<file path="config.mk">
export PLATFORM = sky130hd
export DESIGN_NAME = int4_group_quant_dot_product_flat
export DESIGN_NICKNAME = d
export VERILOG_FILES = /design/src/i4gq_pkg.sv /design/src/i4gq_in_if.sv /design/src/i4gq_out_if.sv /design/src/int4_group_quant_dot_product.sv /design/src/i4gq_fma.sv /design/src/i4gq_dp.sv /design/src/i4gq_ctrl.sv /design/src/flat_wrapper.sv
export SDC_FILE = /design/constraint.sdc
export NUM_CORES = 2
export LEC_CHECK = 0
export ABC_AREA = 1
export BUFFER_PORTS_ARGS = -buffer_cell sky130_fd_sc_hd__buf_2
export CAP_MARGIN = 0
export CORE_ASPECT_RATIO = 0.75
export CORE_MARGIN = 5
export CORE_UTILIZATION = 34
export DETAILED_ROUTE_END_ITERATION = 10
export PLACE_DENSITY_LB_ADDON = 0.2
export SYNTH_ARGS = -nofsm -noshare
export SYNTH_HDL_FRONTEND = slang
export SYNTH_SLANG_ARGS = --single-unit
</file>
<file path="constraint.sdc">
create_clock -name clk_i -period 12.75 [get_ports clk_i]
set_input_delay 2.55 -clock clk_i [delete_from_list [all_inputs] [get_ports clk_i]]
set_output_delay 2.55 -clock clk_i [all_outputs]
set_load 0.02 [all_outputs]
</file>
<file path="src/i4gq_pkg.sv">
package i4gq_pkg;

  localparam int unsigned ACC_LANES = 8;
  localparam logic [31:0] QNAN_BITS = 32'h7FC0_0000;
  localparam logic [31:0] FP32_ONE = 32'h3F80_0000;
  localparam logic [31:0] SIGN_MASK = 32'h8000_0000;

  localparam logic [3:0] STEP_ITEM_END = 4'd7;
  localparam logic [3:0] STEP_LAST = 4'd14;

  localparam logic [2:0] RED_LEFT = 3'd4;
  localparam logic [2:0] RED_RIGHT = 3'd5;
  localparam logic [2:0] RED_FINAL = 3'd6;

  typedef enum logic [1:0] {
    OP_DEQ,
    OP_ACC,
    OP_RED
  } op_e;

  typedef enum logic [1:0] {
    ST_IDLE,
    ST_ISSUE,
    ST_WAIT
  } state_e;

  typedef struct packed {
    logic       load;
    logic       issue;
    op_e        op;
    logic [2:0] idx;
  } cmd_t;

  typedef struct packed {
    logic done;
    logic last;
    logic out_full;
  } stat_t;

  function automatic logic [31:0] fp16_to_f32(input logic [15:0] h);
    logic [4:0]  ex;
    logic [9:0]  man;
    logic [3:0]  pos;
    logic [9:0]  norm;
    logic [7:0]  e32;
    logic [31:0] r;
    ex = h[14:10];
    man = h[9:0];
    pos = 4'd0;
    for (int i = 0; i < 10; i++) begin
      if (man[i]) pos = 4'(i);
    end
    norm = man << (4'd10 - pos);
    e32 = 8'd103 + {4'b0, pos};
    if (ex == 5'd0) begin
      if (man == 10'd0) r = {h[15], 31'b0};
      else r = {h[15], e32, norm, 13'b0};
    end else if (ex == 5'd31) begin
      r = {h[15], 8'hFF, man, 13'b0};
    end else begin
      r = {h[15], 8'({3'b0, ex} + 8'd112), man, 13'b0};
    end
    return r;
  endfunction

  function automatic logic [31:0] nib_to_f32(input logic [3:0] q);
    logic [1:0]  pos;
    logic [23:0] m;
    logic [31:0] r;
    pos = 2'd0;
    for (int i = 0; i < 4; i++) begin
      if (q[i]) pos = 2'(i);
    end
    m = {q, 20'b0} << (2'd3 - pos);
    if (q == 4'd0) r = 32'd0;
    else r = {1'b0, 8'd127 + {6'b0, pos}, m[22:0]};
    return r;
  endfunction

endpackage

</file>
<file path="src/i4gq_in_if.sv">
interface i4gq_in_if;
  logic        valid;
  logic        ready;
  logic [31:0] act_a;
  logic [31:0] act_b;
  logic [31:0] act_c;
  logic [31:0] act_d;
  logic [15:0] weight_nibbles;
  logic [15:0] group_scale;
  logic [15:0] group_zero;
  logic        last;

  modport source (
    output valid, act_a, act_b, act_c, act_d, weight_nibbles, group_scale, group_zero, last,
    input  ready
  );
  modport sink (
    input  valid, act_a, act_b, act_c, act_d, weight_nibbles, group_scale, group_zero, last,
    output ready
  );
endinterface

</file>
<file path="src/i4gq_out_if.sv">
interface i4gq_out_if;
  logic        valid;
  logic        ready;
  logic [31:0] dot_sum;

  modport source (output valid, dot_sum, input ready);
  modport sink (input valid, dot_sum, output ready);
endinterface

</file>
<file path="src/int4_group_quant_dot_product.sv">
// Group-quantized 4-bit weight dot product with fp32 lane accumulators.
// in_i carries one item per transfer: four fp32 activations, four packed
// unsigned 4-bit weights and the fp16 scale and zero of the group. Each
// weight is dequantized (q*scale-zero, fused) and fused-multiply-added
// into one of eight lanes; even items use lanes 0-3, odd items 4-7.
// An item with last set is followed by the lane reduction, and out_o
// carries one fp32 dot_sum transfer per vector.
// All arithmetic runs through one pipelined fp32 fused multiply-add,
// issued one operation at a time. An item takes eight operations
// from transfer until in_i.ready rises again; a last item adds the
// seven reduction adds, and dot_sum is valid in the cycle after the
// last of them completes.
// Reset clears all lanes to +0.0, selects lanes 0-3 and empties out_o.
// A result waiting on out_o does not block new items; only the final
// reduction add of the next vector holds until that result is taken.
module int4_group_quant_dot_product (
  input  logic        clk_i,
  input  logic        rst_ni,
  i4gq_in_if.sink     in_i,
  i4gq_out_if.source  out_o
);

  i4gq_pkg::cmd_t  cmd;
  i4gq_pkg::stat_t stat;
  logic            ready;

  i4gq_ctrl u_ctrl (
    .clk_i      (clk_i),
    .rst_ni     (rst_ni),
    .in_valid_i (in_i.valid),
    .in_ready_o (ready),
    .stat_i     (stat),
    .cmd_o      (cmd)
  );

  i4gq_dp u_dp (
    .clk_i            (clk_i),
    .rst_ni           (rst_ni),
    .cmd_i            (cmd),
    .stat_o           (stat),
    .act_a_i          (in_i.act_a),
    .act_b_i          (in_i.act_b),
    .act_c_i          (in_i.act_c),
    .act_d_i          (in_i.act_d),
    .weight_nibbles_i (in_i.weight_nibbles),
    .group_scale_i    (in_i.group_scale),
    .group_zero_i     (in_i.group_zero),
    .last_i           (in_i.last),
    .out_ready_i      (out_o.ready),
    .out_valid_o      (out_o.valid),
    .dot_sum_o        (out_o.dot_sum)
  );

  assign in_i.ready = ready;

endmodule

</file>
<file path="src/i4gq_fma.sv">
module i4gq_fma (
  input  logic        clk_i,
  input  logic        rst_ni,
  input  logic        start_i,
  input  logic [31:0] a_i,
  input  logic [31:0] b_i,
  input  logic [31:0] c_i,
  output logic        done_o,
  output logic [31:0] res_o
);

  logic [5:0] v_q;

  logic [7:0]  ea, eb, ec, eaa, eab, eac;
  logic [23:0] ma, mb, mc;
  logic        nan_a, nan_b, nan_c, inf_a, inf_b, inf_c, zero_a, zero_b, zero_c;
  logic        sp, byp_d;
  logic [31:0] bval_d;

  logic [47:0]        prod_q;
  logic [23:0]        mc_q;
  logic               sp1_q, sc1_q;
  logic signed [11:0] d_q, e0n_q, e0c_q;
  logic               byp_q [5];
  logic [31:0]        bval_q [5];

  assign ea = a_i[30:23];
  assign eb = b_i[30:23];
  assign ec = c_i[30:23];
  assign ma = {|ea, a_i[22:0]};
  assign mb = {|eb, b_i[22:0]};
  assign mc = {|ec, c_i[22:0]};
  assign eaa = (ea == 8'd0) ? 8'd1 : ea;
  assign eab = (eb == 8'd0) ? 8'd1 : eb;
  assign eac = (ec == 8'd0) ? 8'd1 : ec;
  assign nan_a = (ea == 8'hFF) && (a_i[22:0] != 23'd0);
  assign nan_b = (eb == 8'hFF) && (b_i[22:0] != 23'd0);
  assign nan_c = (ec == 8'hFF) && (c_i[22:0] != 23'd0);
  assign inf_a = (ea == 8'hFF) && (a_i[22:0] == 23'd0);
  assign inf_b = (eb == 8'hFF) && (b_i[22:0] == 23'd0);
  assign inf_c = (ec == 8'hFF) && (c_i[22:0] == 23'd0);
  assign zero_a = (a_i[30:0] == 31'd0);
  assign zero_b = (b_i[30:0] == 31'd0);
  assign zero_c = (c_i[30:0] == 31'd0);
  assign sp = a_i[31] ^ b_i[31];

  always_comb begin
    byp_d = 1'b1;
    bval_d = c_i;
    if (nan_a || nan_b || nan_c || (inf_a && zero_b) || (zero_a && inf_b) ||
        ((inf_a || inf_b) && inf_c && (sp != c_i[31]))) begin
      bval_d = i4gq_pkg::QNAN_BITS;
    end else if (inf_a || inf_b) begin
      bval_d = {sp, 8'hFF, 23'd0};
    end else if (inf_c) begin
      bval_d = c_i;
    end else if (zero_a || zero_b) begin
      bval_d = zero_c ? {sp & c_i[31], 31'd0} : c_i;
    end else begin
      byp_d = 1'b0;
    end
  end

  always_ff @(posedge clk_i) begin
    prod_q <= {24'd0, ma} * {24'd0, mb};
    mc_q <= mc;
    sp1_q <= sp;
    sc1_q <= c_i[31];
    d_q <= $signed({4'd0, eac}) - $signed({4'd0, eaa}) - $signed({4'd0, eab}) + 12'sd176;
    e0n_q <= $signed({4'd0, eaa}) + $signed({4'd0, eab}) - 12'sd326;
    e0c_q <= $signed({4'd0, eac}) - 12'sd226;
    byp_q[0] <= byp_d;
    bval_q[0] <= bval_d;
    for (int i = 1; i < 5; i++) begin
      byp_q[i] <= byp_q[i-1];
      bval_q[i] <= bval_q[i-1];
    end
  end

  logic               clamp;
  logic signed [11:0] sh_full;
  logic [6:0]         shamt;
  logic [123:0]       cwide;
  logic [99:0]        fp_d, fc_d;
  logic [99:0]        fp_q, fc_q;
  logic               sp2_q, sc2_q;
  logic signed [11:0] e02_q;

  always_comb begin
    clamp = d_q > 12'sd76;
    sh_full = 12'sd100 - d_q;
    if (clamp) shamt = 7'd24;
    else if (sh_full > 12'sd124) shamt = 7'd124;
    else shamt = sh_full[6:0];
    cwide = 124'({mc_q, 124'd0} >> shamt);
    fc_d = {cwide[123:25], |cwide[24:0]};
    fp_d = clamp ? 100'd1 : {26'd0, prod_q, 26'd0};
  end

  always_ff @(posedge clk_i) begin
    fp_q <= fp_d;
    fc_q <= fc_d;
    sp2_q <= sp1_q;
    sc2_q <= sc1_q;
    e02_q <= clamp ? e0c_q : e0n_q;
  end

  logic [100:0]       sum_d, diff_d, mag_d;
  logic               sgn_d;
  logic [100:0]       mag_q;
  logic               sgn3_q, zero3_q;
  logic signed [11:0] e03_q;

  always_comb begin
    sum_d = {1'b0, fp_q} + {1'b0, fc_q};
    diff_d = {1'b0, fp_q} - {1'b0, fc_q};
    if (sp2_q == sc2_q) begin
      mag_d = sum_d;
      sgn_d = sp2_q;
    end else if (diff_d[100]) begin
      mag_d = -diff_d;
      sgn_d = sc2_q;
    end else begin
      mag_d = diff_d;
      sgn_d = sp2_q;
    end
    if (mag_d == 101'd0) sgn_d = 1'b0;
  end

  always_ff @(posedge clk_i) begin
    mag_q <= mag_d;
    sgn3_q <= sgn_d;
    zero3_q <= (mag_d == 101'd0);
    e03_q <= e02_q;
  end

  logic [6:0]         pos_d;
  logic [100:0]       mag4_q;
  logic [6:0]         lz4_q;
  logic signed [11:0] ex4_q;
  logic               sgn4_q, zero4_q;

  always_comb begin
    pos_d = 7'd0;
    for (int i = 0; i < 101; i++) begin
      if (mag_q[i]) pos_d = 7'(i);
    end
  end

  always_ff @(posedge clk_i) begin
    mag4_q <= mag_q;
    lz4_q <= 7'd100 - pos_d;
    ex4_q <= 12'sd127 + $signed({5'd0, pos_d}) + e03_q;
    sgn4_q <= sgn3_q;
    zero4_q <= zero3_q;
  end

  logic signed [11:0] rs_full;
  logic [100:0]       t5_q;
  logic [6:0]         rs5_q;
  logic signed [11:0] ex5_q;
  logic               sgn5_q, zero5_q;

  assign rs_full = 12'sd1 - ex4_q;

  always_ff @(posedge clk_i) begin
    t5_q <= mag4_q << lz4_q;
    if (ex4_q > 12'sd0) rs5_q <= 7'd0;
    else if (rs_full > 12'sd101) rs5_q <= 7'd101;
    else rs5_q <= rs_full[6:0];
    ex5_q <= ex4_q;
    sgn5_q <= sgn4_q;
    zero5_q <= zero4_q;
  end

  logic [201:0] w6;
  logic [23:0]  mant;
  logic         guard, sticky, rnd;
  logic [7:0]   ef;
  logic [30:0]  packed_d;
  logic [31:0]  res_d;
  logic [31:0]  res_q;

  always_comb begin
    w6 = {t5_q, 101'd0} >> rs5_q;
    mant = w6[201:178];
    guard = w6[177];
    sticky = |w6[176:0];
    rnd = guard & (sticky | mant[0]);
    ef = (ex5_q > 12'sd0) ? ex5_q[7:0] : 8'd0;
    packed_d = {ef, mant[22:0]} + {30'd0, rnd};
    if (byp_q[4]) res_d = bval_q[4];
    else if (zero5_q) res_d = {sgn5_q, 31'd0};
    else if (ex5_q > 12'sd254) res_d = {sgn5_q, 8'hFF, 23'd0};
    else res_d = {sgn5_q, packed_d};
  end

  always_ff @(posedge clk_i) begin
    res_q <= res_d;
  end

  always_ff @(posedge clk_i or negedge rst_ni) begin
    if (!rst_ni) begin
      v_q <= 6'd0;
    end else begin
      v_q <= {v_q[4:0], start_i};
    end
  end

  assign done_o = v_q[5];
  assign res_o = res_q;

endmodule

</file>
<file path="src/i4gq_dp.sv">
module i4gq_dp (
  input  logic                 clk_i,
  input  logic                 rst_ni,
  input  i4gq_pkg::cmd_t       cmd_i,
  output i4gq_pkg::stat_t      stat_o,
  input  logic [31:0]          act_a_i,
  input  logic [31:0]          act_b_i,
  input  logic [31:0]          act_c_i,
  input  logic [31:0]          act_d_i,
  input  logic [15:0]          weight_nibbles_i,
  input  logic [15:0]          group_scale_i,
  input  logic [15:0]          group_zero_i,
  input  logic                 last_i,
  input  logic                 out_ready_i,
  output logic                 out_valid_o,
  output logic [31:0]          dot_sum_o
);

  logic [31:0] act_q [4];
  logic [15:0] w_q;
  logic [31:0] scale_q, negz_q, dq_q;
  logic        last_q;
  logic [31:0] lane_q [i4gq_pkg::ACC_LANES];
  logic        half_q;
  i4gq_pkg::op_e dst_op_q;
  logic [2:0]  dst_idx_q;
  logic        out_valid_q;
  logic [31:0] dot_sum_q;

  logic [1:0]  k;
  logic [15:0] w_sh;
  logic [31:0] opa, opb, opc, res;
  logic        done;

  assign k = cmd_i.idx[1:0];
  assign w_sh = w_q >> {k, 2'b00};

  always_comb begin
    opa = act_q[k];
    opb = i4gq_pkg::FP32_ONE;
    opc = lane_q[{half_q, k}];
    case (cmd_i.op)
      i4gq_pkg::OP_DEQ: begin
        opa = i4gq_pkg::nib_to_f32(w_sh[3:0]);
        opb = scale_q;
        opc = negz_q;
      end
      i4gq_pkg::OP_ACC: begin
        opa = act_q[k];
        opb = dq_q;
        opc = lane_q[{half_q, k}];
      end
      i4gq_pkg::OP_RED: begin
        case (cmd_i.idx)
          i4gq_pkg::RED_LEFT: begin
            opa = lane_q[0];
            opc = lane_q[2];
          end
          i4gq_pkg::RED_RIGHT: begin
            opa = lane_q[1];
            opc = lane_q[3];
          end
          i4gq_pkg::RED_FINAL: begin
            opa = lane_q[0];
            opc = lane_q[1];
          end
          default: begin
            opa = lane_q[{1'b0, k}];
            opc = lane_q[{1'b1, k}];
          end
        endcase
      end
      default: ;
    endcase
  end

  i4gq_fma u_fma (
    .clk_i   (clk_i),
    .rst_ni  (rst_ni),
    .start_i (cmd_i.issue),
    .a_i     (opa),
    .b_i     (opb),
    .c_i     (opc),
    .done_o  (done),
    .res_o   (res)
  );

  always_ff @(posedge clk_i) begin
    if (cmd_i.load) begin
      act_q[0] <= act_a_i;
      act_q[1] <= act_b_i;
      act_q[2] <= act_c_i;
      act_q[3] <= act_d_i;
      w_q <= weight_nibbles_i;
      scale_q <= i4gq_pkg::fp16_to_f32(group_scale_i);
      negz_q <= i4gq_pkg::fp16_to_f32(group_zero_i) ^ i4gq_pkg::SIGN_MASK;
      last_q <= last_i;
    end
    if (cmd_i.issue) begin
      dst_op_q <= cmd_i.op;
      dst_idx_q <= cmd_i.idx;
    end
    if (done && (dst_op_q == i4gq_pkg::OP_DEQ)) begin
      dq_q <= res;
    end
    if (done && (dst_op_q == i4gq_pkg::OP_RED) && (dst_idx_q == i4gq_pkg::RED_FINAL)) begin
      dot_sum_q <= res;
    end
  end

  always_ff @(posedge clk_i or negedge rst_ni) begin
    if (!rst_ni) begin
      for (int i = 0; i < i4gq_pkg::ACC_LANES; i++) lane_q[i] <= 32'd0;
      half_q <= 1'b0;
    end else if (done) begin
      case (dst_op_q)
        i4gq_pkg::OP_ACC: begin
          lane_q[{half_q, dst_idx_q[1:0]}] <= res;
          if (dst_idx_q[1:0] == 2'd3) half_q <= ~half_q;
        end
        i4gq_pkg::OP_RED: begin
          case (dst_idx_q)
            i4gq_pkg::RED_LEFT: lane_q[0] <= res;
            i4gq_pkg::RED_RIGHT: lane_q[1] <= res;
            i4gq_pkg::RED_FINAL: begin
              for (int i = 0; i < i4gq_pkg::ACC_LANES; i++) lane_q[i] <= 32'd0;
              half_q <= 1'b0;
            end
            default: lane_q[{1'b0, dst_idx_q[1:0]}] <= res;
          endcase
        end
        default: ;
      endcase
    end
  end

  always_ff @(posedge clk_i or negedge rst_ni) begin
    if (!rst_ni) begin
      out_valid_q <= 1'b0;
    end else if (done && (dst_op_q == i4gq_pkg::OP_RED) &&
                 (dst_idx_q == i4gq_pkg::RED_FINAL)) begin
      out_valid_q <= 1'b1;
    end else if (out_ready_i) begin
      out_valid_q <= 1'b0;
    end
  end

  assign out_valid_o = out_valid_q;
  assign dot_sum_o = dot_sum_q;
  assign stat_o.done = done;
  assign stat_o.last = last_q;
  assign stat_o.out_full = out_valid_q & ~out_ready_i;

endmodule

</file>
<file path="src/i4gq_ctrl.sv">
module i4gq_ctrl (
  input  logic             clk_i,
  input  logic             rst_ni,
  input  logic             in_valid_i,
  output logic             in_ready_o,
  input  i4gq_pkg::stat_t  stat_i,
  output i4gq_pkg::cmd_t   cmd_o
);

  i4gq_pkg::state_e state_q, state_d;
  logic [3:0] step_q, step_d;

  always_ff @(posedge clk_i or negedge rst_ni) begin
    if (!rst_ni) begin
      state_q <= i4gq_pkg::ST_IDLE;
      step_q <= 4'd0;
    end else begin
      state_q <= state_d;
      step_q <= step_d;
    end
  end

  always_comb begin
    state_d = state_q;
    step_d = step_q;
    in_ready_o = 1'b0;
    cmd_o.load = 1'b0;
    cmd_o.issue = 1'b0;
    if (step_q > i4gq_pkg::STEP_ITEM_END) begin
      cmd_o.op = i4gq_pkg::OP_RED;
      cmd_o.idx = step_q[2:0];
    end else begin
      cmd_o.op = step_q[0] ? i4gq_pkg::OP_ACC : i4gq_pkg::OP_DEQ;
      cmd_o.idx = {1'b0, step_q[2:1]};
    end
    case (state_q)
      i4gq_pkg::ST_IDLE: begin
        in_ready_o = 1'b1;
        if (in_valid_i) begin
          cmd_o.load = 1'b1;
          step_d = 4'd0;
          state_d = i4gq_pkg::ST_ISSUE;
        end
      end
      i4gq_pkg::ST_ISSUE: begin
        if (!((step_q == i4gq_pkg::STEP_LAST) && stat_i.out_full)) begin
          cmd_o.issue = 1'b1;
          state_d = i4gq_pkg::ST_WAIT;
        end
      end
      i4gq_pkg::ST_WAIT: begin
        if (stat_i.done) begin
          if (((step_q == i4gq_pkg::STEP_ITEM_END) && !stat_i.last) ||
              (step_q == i4gq_pkg::STEP_LAST)) begin
            state_d = i4gq_pkg::ST_IDLE;
          end else begin
            step_d = step_q + 4'd1;
            state_d = i4gq_pkg::ST_ISSUE;
          end
        end
      end
      default: state_d = i4gq_pkg::ST_IDLE;
    endcase
  end

endmodule
</file>
<file path="src/flat_wrapper.sv">
// flat-port wrapper written by rule: the top's interface ports become plain ports
module int4_group_quant_dot_product_flat 
  (clk_i, rst_ni, in_i_valid, in_i_act_a, in_i_act_b, in_i_act_c, in_i_act_d, in_i_weight_nibbles, in_i_group_scale, in_i_group_zero, in_i_last, in_i_ready, out_o_valid, out_o_dot_sum, out_o_ready);
  i4gq_in_if in_i_i ();
  i4gq_out_if out_o_i ();
  input  logic clk_i;
  input  logic rst_ni;
  input wire logic [$bits(in_i_i.valid)-1:0] in_i_valid;
  input wire logic [$bits(in_i_i.act_a)-1:0] in_i_act_a;
  input wire logic [$bits(in_i_i.act_b)-1:0] in_i_act_b;
  input wire logic [$bits(in_i_i.act_c)-1:0] in_i_act_c;
  input wire logic [$bits(in_i_i.act_d)-1:0] in_i_act_d;
  input wire logic [$bits(in_i_i.weight_nibbles)-1:0] in_i_weight_nibbles;
  input wire logic [$bits(in_i_i.group_scale)-1:0] in_i_group_scale;
  input wire logic [$bits(in_i_i.group_zero)-1:0] in_i_group_zero;
  input wire logic [$bits(in_i_i.last)-1:0] in_i_last;
  output wire logic [$bits(in_i_i.ready)-1:0] in_i_ready;
  output wire logic [$bits(out_o_i.valid)-1:0] out_o_valid;
  output wire logic [$bits(out_o_i.dot_sum)-1:0] out_o_dot_sum;
  input wire logic [$bits(out_o_i.ready)-1:0] out_o_ready;
  assign in_i_i.valid = in_i_valid;
  assign in_i_i.act_a = in_i_act_a;
  assign in_i_i.act_b = in_i_act_b;
  assign in_i_i.act_c = in_i_act_c;
  assign in_i_i.act_d = in_i_act_d;
  assign in_i_i.weight_nibbles = in_i_weight_nibbles;
  assign in_i_i.group_scale = in_i_group_scale;
  assign in_i_i.group_zero = in_i_group_zero;
  assign in_i_i.last = in_i_last;
  assign in_i_ready = in_i_i.ready;
  assign out_o_valid = out_o_i.valid;
  assign out_o_dot_sum = out_o_i.dot_sum;
  assign out_o_i.ready = out_o_ready;
  int4_group_quant_dot_product u_core (.clk_i(clk_i), .rst_ni(rst_ni), .in_i(in_i_i), .out_o(out_o_i));
endmodule
</file>
Word level (Yosys, flattened, before mapping). Memories as Yosys holds them, arrays and structs flattened. Index checks and enable logic that the tools add are counted. W data, S select, Z words.

Flip-flop bits (word level): 1135. Word-level logic and storage cells: 411. Output and inout bits: 34. Memories kept: 3. Input bits: 181. RAM bits: 293.

Reduce and logical (&&, ||, !) cells: 64. Multiply operators: 1. Shifts and indexed selects: 7. $add $sub $neg: 24. Equality and inequality tests: 31. Muxes and demuxes: 204. Bitwise gates (word level): 13. Magnitude comparators: 14.

Memories: u_core.u_dp.u_fma.bval_q (depth 5, bits a word 32, rd ports 5, clocked after memory_dff 0, wr ports 5, RTL line i4gq_fma.sv:25) `logic [31:0] bval_q [5];`; u_core.u_dp.act_q (depth 4, bits a word 32, rd ports 1, clocked after memory_dff 0, wr ports 4, RTL line i4gq_dp.sv:19) `logic [31:0] act_q [4];`; u_core.u_dp.u_fma.byp_q (depth 5, bits a word 1, rd ports 5, clocked after memory_dff 0, wr ports 5, RTL line i4gq_fma.sv:24) `logic byp_q [5];`.

Operators by type and width (count): $bwmux W256 (2); $pmux W256 S2 (1); $mux W32 (15); $pmux W192 S2 (1); $bmux W32 S3 (3); $pmux W32 S3 (3); $mux W7 (40); $mux W31 (9); $pmux W32 S2 (4); $mux W101 (2); $shr A202 B7 Y201 (1); $demux W32 S3 (2); $mux W6 (32); $reduce_or A177 Y1 (1); $shr A148 B7 Y124 (1); $mux W4 (29); $add A100 B100 Y101 (1); $logic_not A101 Y1 (1); $neg A101 Y101 (1); $shl A101 B7 Y101 (1); $sub A100 B100 Y101 (1); $logic_not A31 Y1 (3); $mux W5 (17); $logic_not A23 Y1 (3); other kinds (68) (184).

Depth between registers and ports, before layout.
Depth in word-level cells: 102. Mapped depth: 113. Mapped depth without buffers: 113.

By module. Synthesis repeated with hierarchy kept, for this count alone.

Cell total of the unflattened synthesis: 12450. Area, all modules: 92458.7 sq um.

Modules (own cells, without submodules): i4gq_fma (area an instance 67862.6 sq um, cells each 9824, times used 1, sequential area each 16545.9 sq um); i4gq_dp (area an instance 24161.9 sq um, cells each 2561, times used 1, sequential area each 13963.4 sq um); i4gq_ctrl (area an instance 434.2 sq um, cells each 65, times used 1, sequential area each 150.1 sq um).

Worst setup path after synthesis. Ideal clock, no wire load.

Kind: register -> register. From: register u_core.u_ctrl.step_q[3]. To: register u_core.u_dp.u_fma.prod_q[44]. Stages on the path, launching flop included: 60. Data required time: 12.678 ns. Period minus slack after synthesis: 10.110 ns. Path slack: 2.640 ns. Path buffers: 4. Arrival time: 10.039 ns. Setup time: 0.072 ns. Cells stage by stage: dfrtp_1 > clkbuf_1 > inv_1 > nand2_1 > nand2_1 > inv_1 > nor2_1 > nand2_1 > inv_1 > nor2_1 > nand2_1 > clkinv_1 > clkbuf_1 > a21oi_1 > o21ai_0 > o21ai_0 > clkbuf_1 > buf_1 > [24 not listed] > a21oi_1 > o21ai_0 > a21oi_1 > o21bai_1 > a21oi_1 > o21bai_1 > a21o_1 > a21oi_1 > o21ai_0 > nand3_1 > nand2_1 > nand3_1 > nand2_1 > nand4_1 > o211ai_1 > or3b_2 > o211ai_1 > xor2_1.

Cells in the longest elaborated chain, start to end: 12. Elaborated cells on any way between the ends: 30. Classes of those cells: add/sub: 2; mul: 1; order compare: 1; eq/ne: 5; shift: 2; mux: 12; bitwise: 1; reduce/logical: 5; memory: 1.

Ends and longest elaborated chain: from (decl) (RTL line i4gq_ctrl.sv:11) `logic [3:0] step_q, step_d;`; from (signal assigned) (RTL line i4gq_ctrl.sv:19) `step_q <= step_d;`; $gt A4 B3 Y1 (*) (RTL line i4gq_ctrl.sv:29) `if (step_q > i4gq_pkg::STEP_ITEM_END) begin`; $mux W5 (*) (RTL line i4gq_ctrl.sv:29); $shr A16 B4 Y4 (RTL line i4gq_dp.sv:36) `assign w_sh = w_q >> {k, 2'b00};`; $mux W1 (RTL line i4gq_pkg.sv:72) `if (q[i]) pos = 2'(i);`; $mux W2 (2 in series) (RTL line i4gq_pkg.sv:72); $mux W2 (RTL line i4gq_dp.sv:42) `case (cmd_i.op)`; $add A7 B2 Y8 / $sub A2 B2 Y2 (equally long branches) (RTL line i4gq_pkg.sv:76, i4gq_pkg.sv:74); $mux W31 / $shl A24 B2 Y23 (equally long branches) (RTL line i4gq_pkg.sv:75, i4gq_pkg.sv:74); $pmux W32 S2 / $mux W31 (equally long branches) (RTL line i4gq_dp.sv:42, i4gq_pkg.sv:75); $reduce_or A8 Y1 / $pmux W32 S2 (equally long branches) (RTL line i4gq_fma.sv:30, i4gq_dp.sv:42); $mul A24 B24 Y48 (*) (RTL line i4gq_fma.sv:65) `prod_q <= {24'd0, ma} * {24'd0, mb};`; to (signal assigned) (RTL line i4gq_fma.sv:65); to (decl) (RTL line i4gq_fma.sv:20) `logic [47:0] prod_q;`.

Mark *: on every way between the ends. The rest lies on a longest branch, timed or not. The select of a mux whose other input is x is not followed. A chain may end at the register's enable or synchronous reset.

Final worst setup path.
From: register u_core.u_ctrl.step_q[0]. To: register u_core.u_dp.u_fma.prod_q[44].

Cells in the longest elaborated chain, start to end: 12. Elaborated cells on any way between the ends: 31. Classes of those cells: add/sub: 2; mul: 1; order compare: 1; eq/ne: 5; shift: 2; mux: 13; bitwise: 1; reduce/logical: 5; memory: 1.

Ends and longest elaborated chain (RTL line): $gt A4 B3 Y1 (i4gq_ctrl.sv:29); $mux W5 (*) (i4gq_ctrl.sv:29); $shr A16 B4 Y4 (i4gq_dp.sv:36); $mux W1 (i4gq_pkg.sv:72); $mux W2 (2 in series) (i4gq_pkg.sv:72); $mux W2 (i4gq_dp.sv:42); $add A7 B2 Y8 / $sub A2 B2 Y2 (equally long branches) (i4gq_pkg.sv:76, i4gq_pkg.sv:74); $mux W31 / $shl A24 B2 Y23 (equally long branches) (i4gq_pkg.sv:75, i4gq_pkg.sv:74); $pmux W32 S2 / $mux W31 (equally long branches) (i4gq_dp.sv:42, i4gq_pkg.sv:75); $reduce_or A8 Y1 / $pmux W32 S2 (equally long branches) (i4gq_fma.sv:30, i4gq_dp.sv:42); $mul A24 B24 Y48 (*) (i4gq_fma.sv:65).

Marked as above.

==> summary by stage <==
Worst setup path
At the worst endpoint, the required time is 13.47 ns. The endpoint identified for the worst register-to-register timing path is u_core.u_dp.u_fma.prod_q[44]. In this run the worst setup path begins at u_core.u_ctrl.step_q[0]. The worst reg-to-reg path cell count is 48.

The register-to-register setup slack is 0.96 ns. The slowest stage of the critical path is the sky130_fd_sc_hd__nor3_1 cell. The critical path crosses 48 cells after its start point. The critical path contains buffers and inverters numbering 11 combined. In this design, the stage delay of the slowest critical-path cell is 0.78 ns. The endpoint arrival time on the critical path is 12.50 ns.

In this run the worst path has a maximum fanout of 52. The worst register-to-register path begins at u_core.u_ctrl.step_q[0]. Following the worst setup path forward leads to its endpoint at u_core.u_dp.u_fma.prod_q[44]. STA classifies the critical path endpoint as a register. The largest delay contributor family on the critical path is adder cells.

The worst setup path is launched from a register. The critical path in this run is classified as reg -> reg.

Synth
The fraction of post-synthesis cell area in the top cell type by area is 18.2%. The synthesized netlist net count is 13100. The post-synthesis average cell area is 7.49 sq um. The area fraction in compound gates after synthesis is 14.5%. Ranked by total cell area, the synthesized netlist is headed by sky130_fd_sc_hd__dfxtp_1 18%, sky130_fd_sc_hd__nand2_1 11%, sky130_fd_sc_hd__fa_1 11%, sky130_fd_sc_hd__edfxtp_1 8.2%, sky130_fd_sc_hd__dfrtp_1 7.4%.

The cell type contributing the most total cell area after synthesis is sky130_fd_sc_hd__dfxtp_1. The leading register cell type out of synthesis is sky130_fd_sc_hd__dfxtp_1. The synthesized netlist occupies a cell area of 91000 sq um. The combinational family with the most area after synthesis is simple AND/OR/NAND/NOR gates. The number of standard cells after synthesis is 12100. The synthesis warning total is 0. After synthesis, the share of flip-flops with an asynchronous set or reset is 20.1%. The basic-gate share of the synthesized area counting and, or, nand and nor cells is 22.4%. In this run, distinct cell masters in the synthesized netlist total 82. The total of flip-flops plus latches after synthesis is 1346. Summing the areas of all fa, ha and maj instances in the mapped netlist gives 15.3% of the synthesized area. The sequential element share of the synthesized area is 33.8%. The xor/xnor cell area share of the yosys netlist is 2.34%.

Counting flops with a built-in enable in the synthesized netlist gives 250. Measured against the total synthesized area, the mux share comes to 1.76%.

Floorplanning
Measured along the x axis, the die boundary spans 607 um. The floorplan step defined a core boundary enclosing 266000 sq um. The die span in y is 458 um. 215 I/O pins were placed.

The floorplan row count is 164. The initial standard-cell utilization of the core is 34.2%. The die outline area is 278000 sq um.

Global route
The total track usage is 25.5%. The first global-routing pass estimated 539000 um of wire. The number of antenna violations at the first check in global routing is 31. Entering global routing, the biggest net connects 112 pins. The number of global-route vias before repair is 80100.

The overall overflow remaining after global route is 0.

Place
The number of input and output port buffers inserted is 214. Once detailed placement completed, the half-perimeter wirelength came to 286000 um. The final estimated routing congestion in global placement is 0.976.

Route
Detailed routing inserted a total of 84500 vias. The ratio of routed vias to standard cells is 5.35. The antenna violation net count after detailed routing is 0. For this block, the routed nets add up to 367000 um of wire. The number of optimization iterations in the first detailed-route pass is 8. The detail-routed net length per standard cell is 23.2 um. The number of remaining DRC errors is 0. For this block, the initial DRC count from the detailed router was 9474.

Timing
The relative max-transition margin is -0.406%. The fmax is 84.8 MHz. For the pin with the worst max-slew slack, the measured transition is 1.49 ns. The count of final max-slew check failures came to 1.

The clock period minus worst slack is 11.79 ns. The number of hold-slack violations in the final timing report is 0. The total negative setup slack is 0 ns.

Clock skew on the completed layout was measured at 0.126 ns. Setup repair after global routing left no endpoint under its margin. The part of the cycle the worst path needs is 92.4%. Setup violations remaining at the end of the flow were counted as 0.

Clock network
The clock passes through at most 4 buffers. Buffers inserted to repair hold after CTS numbered 0. The clock net in this run drives a total of 1346 sinks. At the later pin of the worst-skew pair, clock insertion delay measures 0.88 ns. Once the clock tree was built, the setup fixing pass inserted 0 buffers. The number of CTS-inserted buffers is 154. Clock-pin slew was measured on the worst setup and hold paths at 0.06 ns. The number of gates given a new drive strength after cts is 0. TritonCTS built the clock tree. The tree is rooted in a sky130_fd_sc_hd__clkbuf_16. The H-tree was split into 4 levels.

Outcome
The flow ran to the end, but the final reports show violations. The checks that failed: capacitance limit, slew limit.

Finish
The library cells used most frequently in the layout, excluding fill and tap cells, are 2671 x sky130_fd_sc_hd__nand2_1, 1741 x sky130_fd_sc_hd__inv_1, 1193 x sky130_fd_sc_hd__o21ai_0, 1048 x sky130_fd_sc_hd__nor2_1, 814 x sky130_fd_sc_hd__dfxtp_1. The most frequent standard cell in the layout excluding fill and tap cells is sky130_fd_sc_hd__nand2_1. Across the whole layout, storage elements account for 30800 sq um. The post-route netlist has 6.99% of its cells at a drive strength greater than 1.

For this run, the post-layout net count is 13100. Compared with the post-synthesis result, the final layout area differs by 11.2%. The layout filler cell count is 27900. The multi-input combinational cells in the finished layout cover a total of 51400 sq um.

Min path
The tightest min-delay check is of the reg -> reg type.

Job
The number of max-cap violations is 1.
-- layer usage --
layer / up-vias / global-route usage, % / wire length [um]
met1: 40700 / 37.7 / 172000
met4: 20 / 6.72 / 10900
met5: - / 0.321 / 241
met2: 3860 / 36.9 / 149000
met3: 528 / 5.96 / 34900
li1: 39400 / - / -
-- how the worst min path moves through the flow --
stage / start / end / slack [ns] / cells after the start
after CTS: u_core.u_dp.u_fma.bval_q[0][89] / u_core.u_dp.u_fma.bval_q[0][121] / 0.31 / 0
final: u_core.u_dp.u_fma.bval_q[0][122] / u_core.u_dp.u_fma.bval_q[0][154] / 0.31 / 0
after global routing: u_core.u_dp.u_fma.bval_q[0][19] / u_core.u_dp.u_fma.bval_q[0][51] / 0.32 / 0
after detailed placement: u_core.u_dp.u_fma.bval_q[0][74] / u_core.u_dp.u_fma.bval_q[0][106] / 0.31 / 0
after global placement: u_core.u_dp.u_fma.bval_q[0][50] / u_core.u_dp.u_fma.bval_q[0][82] / 0.31 / 0
after floorplan: u_core.u_dp.u_fma.bval_q[0][68] / u_core.u_dp.u_fma.bval_q[0][100] / 0.31 / 0
-- state kept, by name, indices dropped and copies added, names as in the netlist, 48 cells and up --
signal,cells
u_core.u_dp.act_q,128
u_core.u_dp.lane_q,256
u_core.u_dp.u_fma.bval_q,160
u_core.u_dp.u_fma.fc_q,100
u_core.u_dp.u_fma.fp_q,49
u_core.u_dp.u_fma.mag4_q,101
u_core.u_dp.u_fma.mag_q,101
u_core.u_dp.u_fma.prod_q,48
u_core.u_dp.u_fma.t5_q,101
-- cell families after synthesis --
family                   count (synthesis)
XOR/XNOR                               241
AO/OA/AOI/OAI                         2288
adder cells (fa/ha/maj)                820
multiplexers                           160
flip-flops                            1346
AND/OR/NAND/NOR                       4888
buffers and inverters                 2403
-- cell usage after synthesis, types with 20 or more instances --
library cell	count
sky130_fd_sc_hd__a21oi_1	423
sky130_fd_sc_hd__inv_1	1753
sky130_fd_sc_hd__nand2_1	2677
sky130_fd_sc_hd__ha_1	334
sky130_fd_sc_hd__o21ai_0	1197
sky130_fd_sc_hd__a22oi_1	32
sky130_fd_sc_hd__a221o_1	22
sky130_fd_sc_hd__nand4_1	148
sky130_fd_sc_hd__dfrtp_1	270
sky130_fd_sc_hd__o211ai_1	103
sky130_fd_sc_hd__or2_2	38
sky130_fd_sc_hd__o21bai_1	22
sky130_fd_sc_hd__mux2i_1	159
sky130_fd_sc_hd__dfxtp_1	826
sky130_fd_sc_hd__xnor2_1	47
sky130_fd_sc_hd__nor3_1	145
sky130_fd_sc_hd__nand3_1	654
sky130_fd_sc_hd__nor4_1	86
sky130_fd_sc_hd__o22ai_1	172
sky130_fd_sc_hd__clkinv_1	21
sky130_fd_sc_hd__clkbuf_1	500
sky130_fd_sc_hd__inv_2	20
sky130_fd_sc_hd__fa_1	486
sky130_fd_sc_hd__edfxtp_1	250
sky130_fd_sc_hd__a31oi_1	69
sky130_fd_sc_hd__buf_1	97
sky130_fd_sc_hd__o31ai_1	27
sky130_fd_sc_hd__nor2_1	1060
sky130_fd_sc_hd__xor2_1	192
sky130_fd_sc_hd__o221ai_1	71
-- final cells by class --
| type | count | share of cell area (%) |
|---|---|---|
| antenna | 14 | 0.0346 |
| clock buffer | 201 | 4.34 |
| clock inverter | 68 | 0.757 |
| inverter | 1794 | 6.67 |
| multi-input combinational | 8397 | 50.7 |
| sequential | 1346 | 30.4 |
| tap | 3569 | 4.41 |
| timing repair buffer | 420 | 2.64 |
-- through the flow --
step	util, %	hold WS, ns	setup WS (ns)	std cells	cell area, sq um
after floorplan	-	0.310	2.64	12100	91000
after global placement	36.1	0.311	1.34	15500	96100
after detailed placement	36.1	0.312	1.32	15500	96100
after CTS	38.0	0.311	1.18	15800	101000
after global routing	38.0	0.321	0.404	15800	101000
final	38.0	0.314	0.964	15800	101000
Power is left out: the tool's default activity adds up to more than one toggle a clock period on the data nets, which glitch-free logic cannot reach.
